### src/hdl/bfsd_pkg.sv
`default_nettype none

package bfsd_pkg;

  localparam int KIND_W  = 3;
  localparam int BYTE_W  = 8;
  localparam int VALUE_W = 64;
  localparam int CNT_W   = 4;
  localparam int ACC_W   = 32;

  // Field kinds, same coding on op and kind
  localparam logic [KIND_W-1:0] KIND_BYTE  = 3'd0;
  localparam logic [KIND_W-1:0] KIND_SHORT = 3'd1;
  localparam logic [KIND_W-1:0] KIND_INT   = 3'd2;
  localparam logic [KIND_W-1:0] KIND_LONG  = 3'd3;
  localparam logic [KIND_W-1:0] KIND_SVAR  = 3'd4;
  localparam logic [KIND_W-1:0] KIND_UVAR  = 3'd5;

  localparam logic [CNT_W-1:0] CNT_MAX = 4'd15;

  typedef struct packed {
    logic [KIND_W-1:0] op;
    logic [BYTE_W-1:0] data_byte;
  } item_t;

  typedef struct packed {
    logic [VALUE_W-1:0] value;
    logic [KIND_W-1:0]  kind;
    logic               overflow;
  } result_t;

endpackage

`default_nettype wire

### src/hdl/bfsd_in_if.sv
`default_nettype none

interface bfsd_in_if;
  logic                           valid;
  logic                           ready;
  logic [bfsd_pkg::KIND_W-1:0]    op;
  logic [bfsd_pkg::BYTE_W-1:0]    data_byte;

  modport source (output valid, output op, output data_byte, input ready);
  modport sink (input valid, input op, input data_byte, output ready);
endinterface

`default_nettype wire

### src/hdl/bfsd_out_if.sv
`default_nettype none

interface bfsd_out_if;
  logic                           valid;
  logic                           ready;
  logic signed [bfsd_pkg::VALUE_W-1:0] value;
  logic [bfsd_pkg::KIND_W-1:0]    kind;
  logic                           overflow;

  modport source (output valid, output value, output kind, output overflow, input ready);
  modport sink (input valid, input value, input kind, input overflow, output ready);
endinterface

`default_nettype wire

### src/hdl/bfsd_in_reg.sv
`default_nettype none

module bfsd_in_reg (
  input  wire logic            clk,
  input  wire logic            rst_n,
  input  wire logic            req_valid,
  output logic                 req_ready,
  input  wire bfsd_pkg::item_t req_item,
  input  wire logic            advance,
  output logic                 hold_valid,
  output bfsd_pkg::item_t      hold_item
);

  logic            valid_r;
  logic            valid_nxt;
  bfsd_pkg::item_t item_r;

  // Take a new request when empty or when the held one moves on
  assign req_ready = !valid_r || advance;

  always_comb begin
    valid_nxt = valid_r;
    if (req_ready) begin
      valid_nxt = req_valid;
    end
  end

  always_ff @(posedge clk) begin
    if (!rst_n) begin
      valid_r <= 1'b0;
    end else begin
      valid_r <= valid_nxt;
    end
  end

  always_ff @(posedge clk) begin
    if (req_ready && req_valid) begin
      item_r <= req_item;
    end
  end

  assign hold_valid = valid_r;
  assign hold_item  = item_r;

endmodule

`default_nettype wire

### src/hdl/bfsd_decode.sv
`default_nettype none

module bfsd_decode (
  input  wire logic            clk,
  input  wire logic            rst_n,
  input  wire logic            step,
  input  wire bfsd_pkg::item_t item,
  output logic                 res_valid,
  output bfsd_pkg::result_t    res
);

  logic [bfsd_pkg::VALUE_W-1:0] acc_r, acc_nxt;
  logic [bfsd_pkg::CNT_W-1:0]   cnt_r, cnt_nxt;
  logic                         active_r, active_nxt;
  logic [bfsd_pkg::KIND_W-1:0]  kind_r, kind_nxt;
  logic                         ovf_r, ovf_nxt;

  always_comb begin
    logic                         start;
    logic [bfsd_pkg::KIND_W-1:0]  k;
    logic [bfsd_pkg::VALUE_W-1:0] acc_e;
    logic [bfsd_pkg::CNT_W-1:0]   cnt_e;
    logic                         ovf_e;
    logic [bfsd_pkg::BYTE_W-1:0]  b;
    logic [bfsd_pkg::VALUE_W-1:0] shifted;
    logic [bfsd_pkg::CNT_W-1:0]   cnt_inc;
    logic [bfsd_pkg::CNT_W-1:0]   need;
    logic [6:0]                   grp;
    logic [bfsd_pkg::ACC_W-1:0]   grp_sh;
    logic [bfsd_pkg::ACC_W-1:0]   acc32;
    logic [bfsd_pkg::ACC_W-1:0]   mag;
    logic                         ovf_add;
    logic                         emit;

    start   = !active_r;
    k       = start ? item.op : kind_r;
    acc_e   = start ? '0 : acc_r;
    cnt_e   = start ? '0 : cnt_r;
    ovf_e   = start ? 1'b0 : ovf_r;
    b       = item.data_byte;
    shifted = {acc_e[bfsd_pkg::VALUE_W-bfsd_pkg::BYTE_W-1:0], b};
    cnt_inc = bfsd_pkg::CNT_W'(cnt_e + 4'd1);
    need    = bfsd_pkg::CNT_W'(4'd1 << k[1:0]);
    emit    = 1'b0;

    // Last group of a signed varint carries six bits, the sign sits above
    grp = (!b[7] && k == bfsd_pkg::KIND_SVAR) ? {1'b0, b[5:0]} : b[6:0];

    unique case (cnt_e)
      4'd0:    grp_sh = {25'd0, grp};
      4'd1:    grp_sh = {18'd0, grp, 7'd0};
      4'd2:    grp_sh = {11'd0, grp, 14'd0};
      4'd3:    grp_sh = {4'd0, grp, 21'd0};
      4'd4:    grp_sh = {grp[3:0], 28'd0};
      default: grp_sh = '0;
    endcase
    ovf_add = (cnt_e == 4'd4 && grp[6:4] != 3'd0) || (cnt_e > 4'd4 && grp != 7'd0);
    acc32   = acc_e[bfsd_pkg::ACC_W-1:0] | grp_sh;
    mag     = b[6] ? (32'd0 - acc32) : acc32;

    acc_nxt    = acc_r;
    cnt_nxt    = cnt_r;
    active_nxt = active_r;
    kind_nxt   = kind_r;
    ovf_nxt    = ovf_r;
    res        = '0;
    res.kind   = k;
    res.overflow = ovf_e;

    // Unused kind at a field start: drop the byte and stay idle
    if (step && !(start && k > bfsd_pkg::KIND_UVAR)) begin
      active_nxt = 1'b1;
      kind_nxt   = k;
      if (k <= bfsd_pkg::KIND_LONG) begin
        acc_nxt = shifted;
        cnt_nxt = cnt_inc;
        ovf_nxt = ovf_e;
        if (cnt_inc >= need) begin
          emit = 1'b1;
          unique case (k[1:0])
            2'd0:    res.value = {{56{shifted[7]}}, shifted[7:0]};
            2'd1:    res.value = {{48{shifted[15]}}, shifted[15:0]};
            2'd2:    res.value = {{32{shifted[31]}}, shifted[31:0]};
            default: res.value = shifted;
          endcase
        end
      end else begin
        acc_nxt = {32'd0, acc32};
        ovf_nxt = ovf_e | ovf_add;
        if (b[7]) begin
          cnt_nxt = (cnt_e < bfsd_pkg::CNT_MAX) ? cnt_inc : cnt_e;
        end else begin
          emit         = 1'b1;
          res.overflow = ovf_e | ovf_add;
          if (k == bfsd_pkg::KIND_SVAR) begin
            res.value = {{32{mag[31]}}, mag};
          end else begin
            res.value = {32'd0, acc32};
          end
        end
      end
      // Clear the field once its value leaves
      if (emit) begin
        acc_nxt    = '0;
        cnt_nxt    = '0;
        active_nxt = 1'b0;
        kind_nxt   = bfsd_pkg::KIND_BYTE;
        ovf_nxt    = 1'b0;
      end
    end
    res_valid = emit;
  end

  always_ff @(posedge clk) begin
    if (!rst_n) begin
      acc_r    <= '0;
      cnt_r    <= '0;
      active_r <= 1'b0;
      kind_r   <= bfsd_pkg::KIND_BYTE;
      ovf_r    <= 1'b0;
    end else begin
      acc_r    <= acc_nxt;
      cnt_r    <= cnt_nxt;
      active_r <= active_nxt;
      kind_r   <= kind_nxt;
      ovf_r    <= ovf_nxt;
    end
  end

endmodule

`default_nettype wire

### src/hdl/binary_field_stream_decoder.sv
// Binary field stream decoder.
//
// in_ch carries one raw stream byte per request together with op, the field
// kind, which is only looked at when a new field starts (0 byte, 1 short,
// 2 int, 3 long, 4 signed varint, 5 unsigned varint; 6 and 7 drop the byte).
// out_ch carries one request per completed field: value sign-extended to
// 64 bits (zero-extended for an unsigned varint), its kind and an overflow
// flag for varint bits above bit 31.
//
// Throughput is one byte per cycle while the receiver takes results: a single
// decode step updates the field state between the input and result registers.
// A byte that ends a field is decoded while held in the input register; its
// result is loaded into the result register and shows on out_ch from there.
//
// When the receiver stalls, the result register holds its request and the
// input register holds the next byte; in_ch.ready drops only while both are
// full. Reset (rst_n low, synchronous) empties both registers and clears the
// field state, so the next byte starts a new field.
`default_nettype none

module binary_field_stream_decoder (
  input  wire logic   clk,
  input  wire logic   rst_n,
  bfsd_in_if.sink     in_ch,
  bfsd_out_if.source  out_ch
);

  logic               advance;
  logic               hold_valid;
  bfsd_pkg::item_t    in_item;
  bfsd_pkg::item_t    hold_item;
  logic               res_valid;
  bfsd_pkg::result_t  res;
  logic               out_valid_r, out_valid_nxt;
  bfsd_pkg::result_t  out_res_r;

  assign in_item = '{op: in_ch.op, data_byte: in_ch.data_byte};

  // Advance the pipe whenever the result register is free or being drained
  assign advance = !out_valid_r || out_ch.ready;

  bfsd_in_reg u_in_reg (
    .clk        (clk),
    .rst_n      (rst_n),
    .req_valid  (in_ch.valid),
    .req_ready  (in_ch.ready),
    .req_item   (in_item),
    .advance    (advance),
    .hold_valid (hold_valid),
    .hold_item  (hold_item)
  );

  // Decode the held byte only when it can move on this cycle
  bfsd_decode u_decode (
    .clk       (clk),
    .rst_n     (rst_n),
    .step      (hold_valid && advance),
    .item      (hold_item),
    .res_valid (res_valid),
    .res       (res)
  );

  always_comb begin
    out_valid_nxt = out_valid_r;
    if (advance) begin
      out_valid_nxt = res_valid;
    end
  end

  always_ff @(posedge clk) begin
    if (!rst_n) begin
      out_valid_r <= 1'b0;
    end else begin
      out_valid_r <= out_valid_nxt;
    end
  end

  // Load the result only when a field completes; hold it otherwise
  always_ff @(posedge clk) begin
    if (advance && res_valid) begin
      out_res_r <= res;
    end
  end

  assign out_ch.valid    = out_valid_r;
  assign out_ch.value    = out_res_r.value;
  assign out_ch.kind     = out_res_r.kind;
  assign out_ch.overflow = out_res_r.overflow;

  // A stalled input means both registers are full and the receiver waits
  a_ready_low: assert property (@(posedge clk) disable iff (!rst_n)
    !in_ch.ready |-> (hold_valid && out_valid_r && !out_ch.ready))
    else $error("input stalled without a full pipe");

  // Overflow is only ever flagged on varint fields
  a_ovf_kind: assert property (@(posedge clk) disable iff (!rst_n)
    (out_valid_r && out_res_r.overflow) |->
      (out_res_r.kind == bfsd_pkg::KIND_SVAR || out_res_r.kind == bfsd_pkg::KIND_UVAR))
    else $error("overflow on a fixed-width field");

  // A byte field is the sign extension of its low eight bits
  a_byte_sext: assert property (@(posedge clk) disable iff (!rst_n)
    (out_valid_r && out_res_r.kind == bfsd_pkg::KIND_BYTE) |->
      (out_res_r.value[63:7] == '0 || out_res_r.value[63:7] == '1))
    else $error("byte field not sign-extended");

  // Unused kinds never reach the result register
  a_kind_range: assert property (@(posedge clk) disable iff (!rst_n)
    out_valid_r |-> (out_res_r.kind <= bfsd_pkg::KIND_UVAR))
    else $error("result with an unused kind");

endmodule

`default_nettype wire
### src/flat_wrapper.sv
// flat-port wrapper written by rule: the top's interface ports become plain ports
module binary_field_stream_decoder_flat 
  (clk, rst_n, in_ch_valid, in_ch_op, in_ch_data_byte, in_ch_ready, out_ch_valid, out_ch_value, out_ch_kind, out_ch_overflow, out_ch_ready);
  bfsd_in_if in_ch_i ();
  bfsd_out_if out_ch_i ();
  input  wire logic clk;
  input  wire logic rst_n;
  input wire logic [$bits(in_ch_i.valid)-1:0] in_ch_valid;
  input wire logic [$bits(in_ch_i.op)-1:0] in_ch_op;
  input wire logic [$bits(in_ch_i.data_byte)-1:0] in_ch_data_byte;
  output wire logic [$bits(in_ch_i.ready)-1:0] in_ch_ready;
  output wire logic [$bits(out_ch_i.valid)-1:0] out_ch_valid;
  output wire logic [$bits(out_ch_i.value)-1:0] out_ch_value;
  output wire logic [$bits(out_ch_i.kind)-1:0] out_ch_kind;
  output wire logic [$bits(out_ch_i.overflow)-1:0] out_ch_overflow;
  input wire logic [$bits(out_ch_i.ready)-1:0] out_ch_ready;
  assign in_ch_i.valid = in_ch_valid;
  assign in_ch_i.op = in_ch_op;
  assign in_ch_i.data_byte = in_ch_data_byte;
  assign in_ch_ready = in_ch_i.ready;
  assign out_ch_valid = out_ch_i.valid;
  assign out_ch_value = out_ch_i.value;
  assign out_ch_kind = out_ch_i.kind;
  assign out_ch_overflow = out_ch_i.overflow;
  assign out_ch_i.ready = out_ch_ready;
  binary_field_stream_decoder u_core (.clk(clk), .rst_n(rst_n), .in_ch(in_ch_i), .out_ch(out_ch_i));
endmodule
### config.mk
export PLATFORM = sky130hd
export DESIGN_NAME = binary_field_stream_decoder_flat
export DESIGN_NICKNAME = d
export VERILOG_FILES = /design/src/hdl/bfsd_pkg.sv /design/src/hdl/bfsd_in_if.sv /design/src/hdl/bfsd_out_if.sv /design/src/hdl/bfsd_in_reg.sv /design/src/hdl/bfsd_decode.sv /design/src/hdl/binary_field_stream_decoder.sv /design/src/flat_wrapper.sv
export SDC_FILE = /design/constraint.sdc
export NUM_CORES = 1
export LEC_CHECK = 0
export BUFFER_PORTS_ARGS = -buffer_cell sky130_fd_sc_hd__buf_2
export CORE_MARGIN = 2
export CORE_UTILIZATION = 61
export CTS_BUF_LIST = sky130_fd_sc_hd__clkbuf_8
export DETAILED_ROUTE_END_ITERATION = 10
export PLACE_DENSITY = 0.82
export SLEW_MARGIN = 0
export SYNTH_ARGS = -nofsm -noshare
export SYNTH_HDL_FRONTEND = slang
export SYNTH_HIERARCHICAL = 1
export SYNTH_SLANG_ARGS = --single-unit
### constraint.sdc
create_clock -name clk -period 7 [get_ports clk]
set_clock_uncertainty 0.2 [all_clocks]
set_input_delay 0 -clock clk [delete_from_list [all_inputs] [get_ports clk]]
set_output_delay 0 -clock clk [all_outputs]
set_load 0.02 [all_outputs]
==> flow_metrics.py <==
metrics = {
    "yosys": {
        "ys_types": 68,
        "ys_ff_latch": 146,
        "netlist_instances": 900,
        "ys_seq_area_share_pct": 46.2,
        "yosys.area.top_type": "edfxtp_1",
        "synthTopCellsByArea": "edfxtp_1, dfxtp_1, a21oi_1",
        "synth.net_count": 919,
        "synth_area_um2": 8040,
        "synth_edf_count": 79,
        "postSynthAreaPerCell_um2": 8.93,
        "synth.top_cell.area_share_pct": 29.5,
        "postSynth.asyncResetShare_pct": 0,
        "ys.flop_type": "edfxtp_1",
        "yosys_warnings": 6,
    },
    "clock_network": {
        "tritoncts": "built",
        "cts_root_buf": "clkbuf_8",
        "clock_sinks": 146,
        "cts_max_level": 4,
        "clk_path_buf_depth": 2,
        "post_cts_buffers": 0,
        "insertion_delay_ns": 0.46,
        "post_cts_resized": 0,
        "numCtsBuffers": 17,
        "clk_pin_slew_worst_paths_ns": 0.08,
    },
    "setup_path": {
        "required_ns": 6.89,
        "cp.arrival_ns": 4.78,
        "end_kind": "flip-flop",
        "start_kind": "flip-flop",
        "r2r_slack_ns": 2.11,
        "path_max_fanout": 91,
        "critPathKind": "reg2reg",
    },
    "finish": {
        "multi_input_area_um2": 3950,
        "final_layout_size_suffix_gt1_share_pct": 18.1,
        "regArea_um2": 3720,
        "fillCellCount": 1014,
        "n_antenna_cell": 0,
        "final_nets": 964,
        "area_delta_synth_final_pct": 11.7,
    },
    "timing": {
        "fin_hold_ws_ns": 0.0424,
        "finalMaxSlewViolations": 0,
        "finalCritPeriodShare_pct": 69.9,
        "rsz0062_at_grt": "no",
        "timing.setup.tns_ns": 0,
        "period_minus_slack_ns": 4.89,
        "fmax_ghz": 0.204,
        "slew_headroom_pct": 28.5,
        "worst_slew_pin_slew_ns": 1.06,
        "setup_viol": 0,
        "hold_viol": 0,
    },
    "detailed_routing": {
        "wl_per_cell_um": 20.6,
        "viasPerCell": 6.57,
        "num_vias": 7421,
        "wl_um": 23300,
        "firstDrtPassIters": 6,
        "drcViolationCount": 0,
        "drt_iter0_markers": 1254,
        "antenna_left": 0,
    },
    "global_routing": {
        "grt_pass1_wl_um": 36500,
        "gr-total-overflow": 0,
        "grt_pass1_vias": 6795,
        "grt_start_max_net_pins": 92,
        "grtUsageTotal_pct": 33.1,
        "use_met1_pct": 46.9,
        "grt.busiest_layer": "met2",
        "met3_usage_pct": 8.78,
        "grt_antenna_before_repair": 0,
        "use_met2_pct": 48.6,
    },
    "die": {
        "initial_core_util_pct": 63.2,
        "die_width_um": 119,
        "coreArea_um2": 12700,
        "dieArea_um2": 14100,
        "num_io_pins": 85,
        "die_y_um": 119,
        "fp-row-count": 41,
    },
    "power_and_ir_drop": {
        "pwr-share-seq_pct": 50.7,
        "switching_power_mw": 0.533,
        "irDropWorstVdd_v": 0.000182,
        "power_frac_comb_pct": 12.5,
        "pwr-share-clk_pct": 36.8,
        "p_leak_nw": 3.26,
        "p_int_mw": 1.35,
        "swShare_pct": 28.3,
        "power_density_nw_per_um2": 210,
    },
    "placed_design": {
        "port_buffers": 84,
        "gp_congestion": 1.00,
        "dp_hpwl_um": 14900,
    },
    "min_path": {
        "min_path_type": "in2reg",
    },
    "run": {
        "maxCapViolations": 0,
    },
    "run_status": {
        "status": "completed",
    },
}
-- stage by stage --
step | cell area [um2] | power [mW] | utilization, % | cells | setup slack, ns
after CTS | 8980 | 1.89 | 70.6 | 1130 | 2.24
after global routing | 8980 | 1.95 | 70.6 | 1130 | 1.85
final | 8980 | 1.89 | 70.6 | 1130 | 2.11
after detailed placement | 8420 | 1.20 | 66.2 | 1084 | 2.26
after global placement | 8420 | 1.19 | 66.2 | 1084 | 2.35
after floorplan | 8040 | 1.13 | - | 900 | 2.07
-- timing repair --
| action | in CTS | in global routing |
|---|---|---|
| hold endpoints to repair | 24 | 0 |
| hold buffers | 14 | 0 |
| setup endpoints to repair | 0 | 0 |
-- flip-flops by register name (all words and copies together), names as in the netlist --
signal                      flops
u_core/u_decode/cnt_r           4
u_core/u_decode/active_r        1
u_core/u_in_reg/hold_item      11
u_core/out_ch.kind              3
u_core/out_ch.valid             1
u_core/out_ch.overflow          1
u_core/u_in_reg/hold_valid      1
u_core/u_decode/acc_r          56
u_core/u_decode/kind_r          3
u_core/out_ch.value            64
u_core/u_decode/ovf_r           1
-- cell families (layout without fill, tap and decap cells) --
kind of cell | Yosys count | in the layout | share of synthesized area (%)
buf+inv | 94 | 152 | 4.79
simple gates | 311 | 311 | 20.1
fa+ha+maj | 4 | 4 | 0.623
xor+xnor | 20 | 20 | 2.18
mux | 5 | 5 | 0.638
flops | 146 | 146 | 46.2
compound gates | 320 | 320 | 25.4
-- per-layer routing --
| metal | vias up | wire length, um |
|---|---|---|
| met5 | - | 0 |
| met3 | 80 | 2610 |
| met4 | 0 | 734 |
| met2 | 521 | 10200 |
| met1 | 3415 | 9690 |
| li1 | 3405 | - |
-- cell usage after synthesis, types with 3 or more instances --
| cell type | number |
|---|---|
| a21oi_1 | 117 |
| nand2_1 | 101 |
| edfxtp_1 | 79 |
| clkbuf_1 | 70 |
| dfxtp_1 | 67 |
| nor2b_1 | 50 |
| o21ai_0 | 45 |
| nor2_1 | 43 |
| a22oi_1 | 40 |
| nor2_2 | 28 |
| nor3_1 | 20 |
| a21boi_0 | 19 |
| a2111oi_0 | 16 |
| xnor2_1 | 16 |
| a31oi_1 | 15 |
| a211oi_1 | 12 |
| nand3_1 | 12 |
| and2_1 | 11 |
| inv_1 | 10 |
| o22ai_1 | 9 |
| and3_1 | 7 |
| buf_1 | 7 |
| nand4_1 | 7 |
| nand2b_1 | 6 |
| o2111ai_1 | 6 |
| a32oi_1 | 4 |
| buf_6 | 4 |
| ha_1 | 4 |
| mux2i_1 | 4 |
| o31ai_1 | 4 |
| o41ai_1 | 4 |
| xor2_1 | 4 |
| o211ai_1 | 3 |
| o21a_1 | 3 |
| o21ai_1 | 3 |
| or3_1 | 3 |
-- final timing paths --
| check | start | endpoint | depth (start not counted) |
|---|---|---|---|
| setup / recovery | u_core/u_decode/active_r$_SDFFE_PN0P_ | u_core/out_ch.value[53]$_DFFE_PP_ | 14 |
| hold / removal | in_ch_op[2] | u_core/u_in_reg/hold_item[10]$_DFFE_PP_ | 2 |
| setup reg to reg | u_core/u_decode/active_r$_SDFFE_PN0P_ | u_core/out_ch.value[53]$_DFFE_PP_ | 14 |
| hold reg to reg | u_core/u_decode/acc_r[35]$_SDFFE_PN0P_ | u_core/u_decode/acc_r[35]$_SDFFE_PN0P_ | 2 |
-- power by group through the flow --
stage          clock (mW)  sequential [mW]  combinational, mW
3_3_place_gp            0            0.974              0.221
4_1_cts             0.704            0.954              0.229
6_report            0.694            0.956              0.236
3_5_place_dp            0            0.974              0.222
5_1_grt             0.741            0.959              0.254
2_1_floorplan           0            0.966              0.164
-- critical path, cell delays in order (launching register included) --
cell and delay (ns):
dfxtp_4 0.98, and2_1 0.70, nor2_1 0.17, inv_1 0.16, nand2_1 0.13, ha_1 0.29
o21ai_0 0.07, a21oi_1 0.13, nor3_1 0.06, buf_4 0.21, nor2_1 0.14, nand2_1 0.07
buf_4 0.23, inv_1 0.15, and2_4 0.77
-- layout by cell type, fill, tap and decap left out, types with 3 or more instances in the layout --
cell and count:
a21boi_0 19, o22ai_1 9, o21a_1 3, nor2_2 28, a211oi_1 12, o21ai_1 3
and2_1 11, clkinvlp_4 4, nand3_1 12, clkbuf_8 17, o31ai_1 4, mux2i_1 3
o211ai_1 3, dfxtp_1 66, nor3_1 20, nand2b_1 6, buf_2 84, o41ai_1 4
dlygate4sd3_1 14, a2111oi_0 16, nand4_1 7, edfxtp_1 79, a21oi_1 117, o21ai_0 45
buf_4 11, bufinv_16 3, clkinv_4 3, a32oi_1 4, a31oi_1 15, xor2_1 4
ha_1 4, o2111ai_1 6, nor2b_1 50, a22oi_1 40, or3_1 3, nand2_1 100
xnor2_1 16, inv_1 11, and3_1 7, nor2_1 43
-- layout make-up --
type	count	share of cell area, %
multi-input cells	660	43.9
flip-flops and latches	146	41.4
repair buffers	109	7.16
clock buffers	17	2.61
well taps	172	2.40
clock inverters	15	2.05
inverters	11	0.460
(Power assumes the default switching activity.)
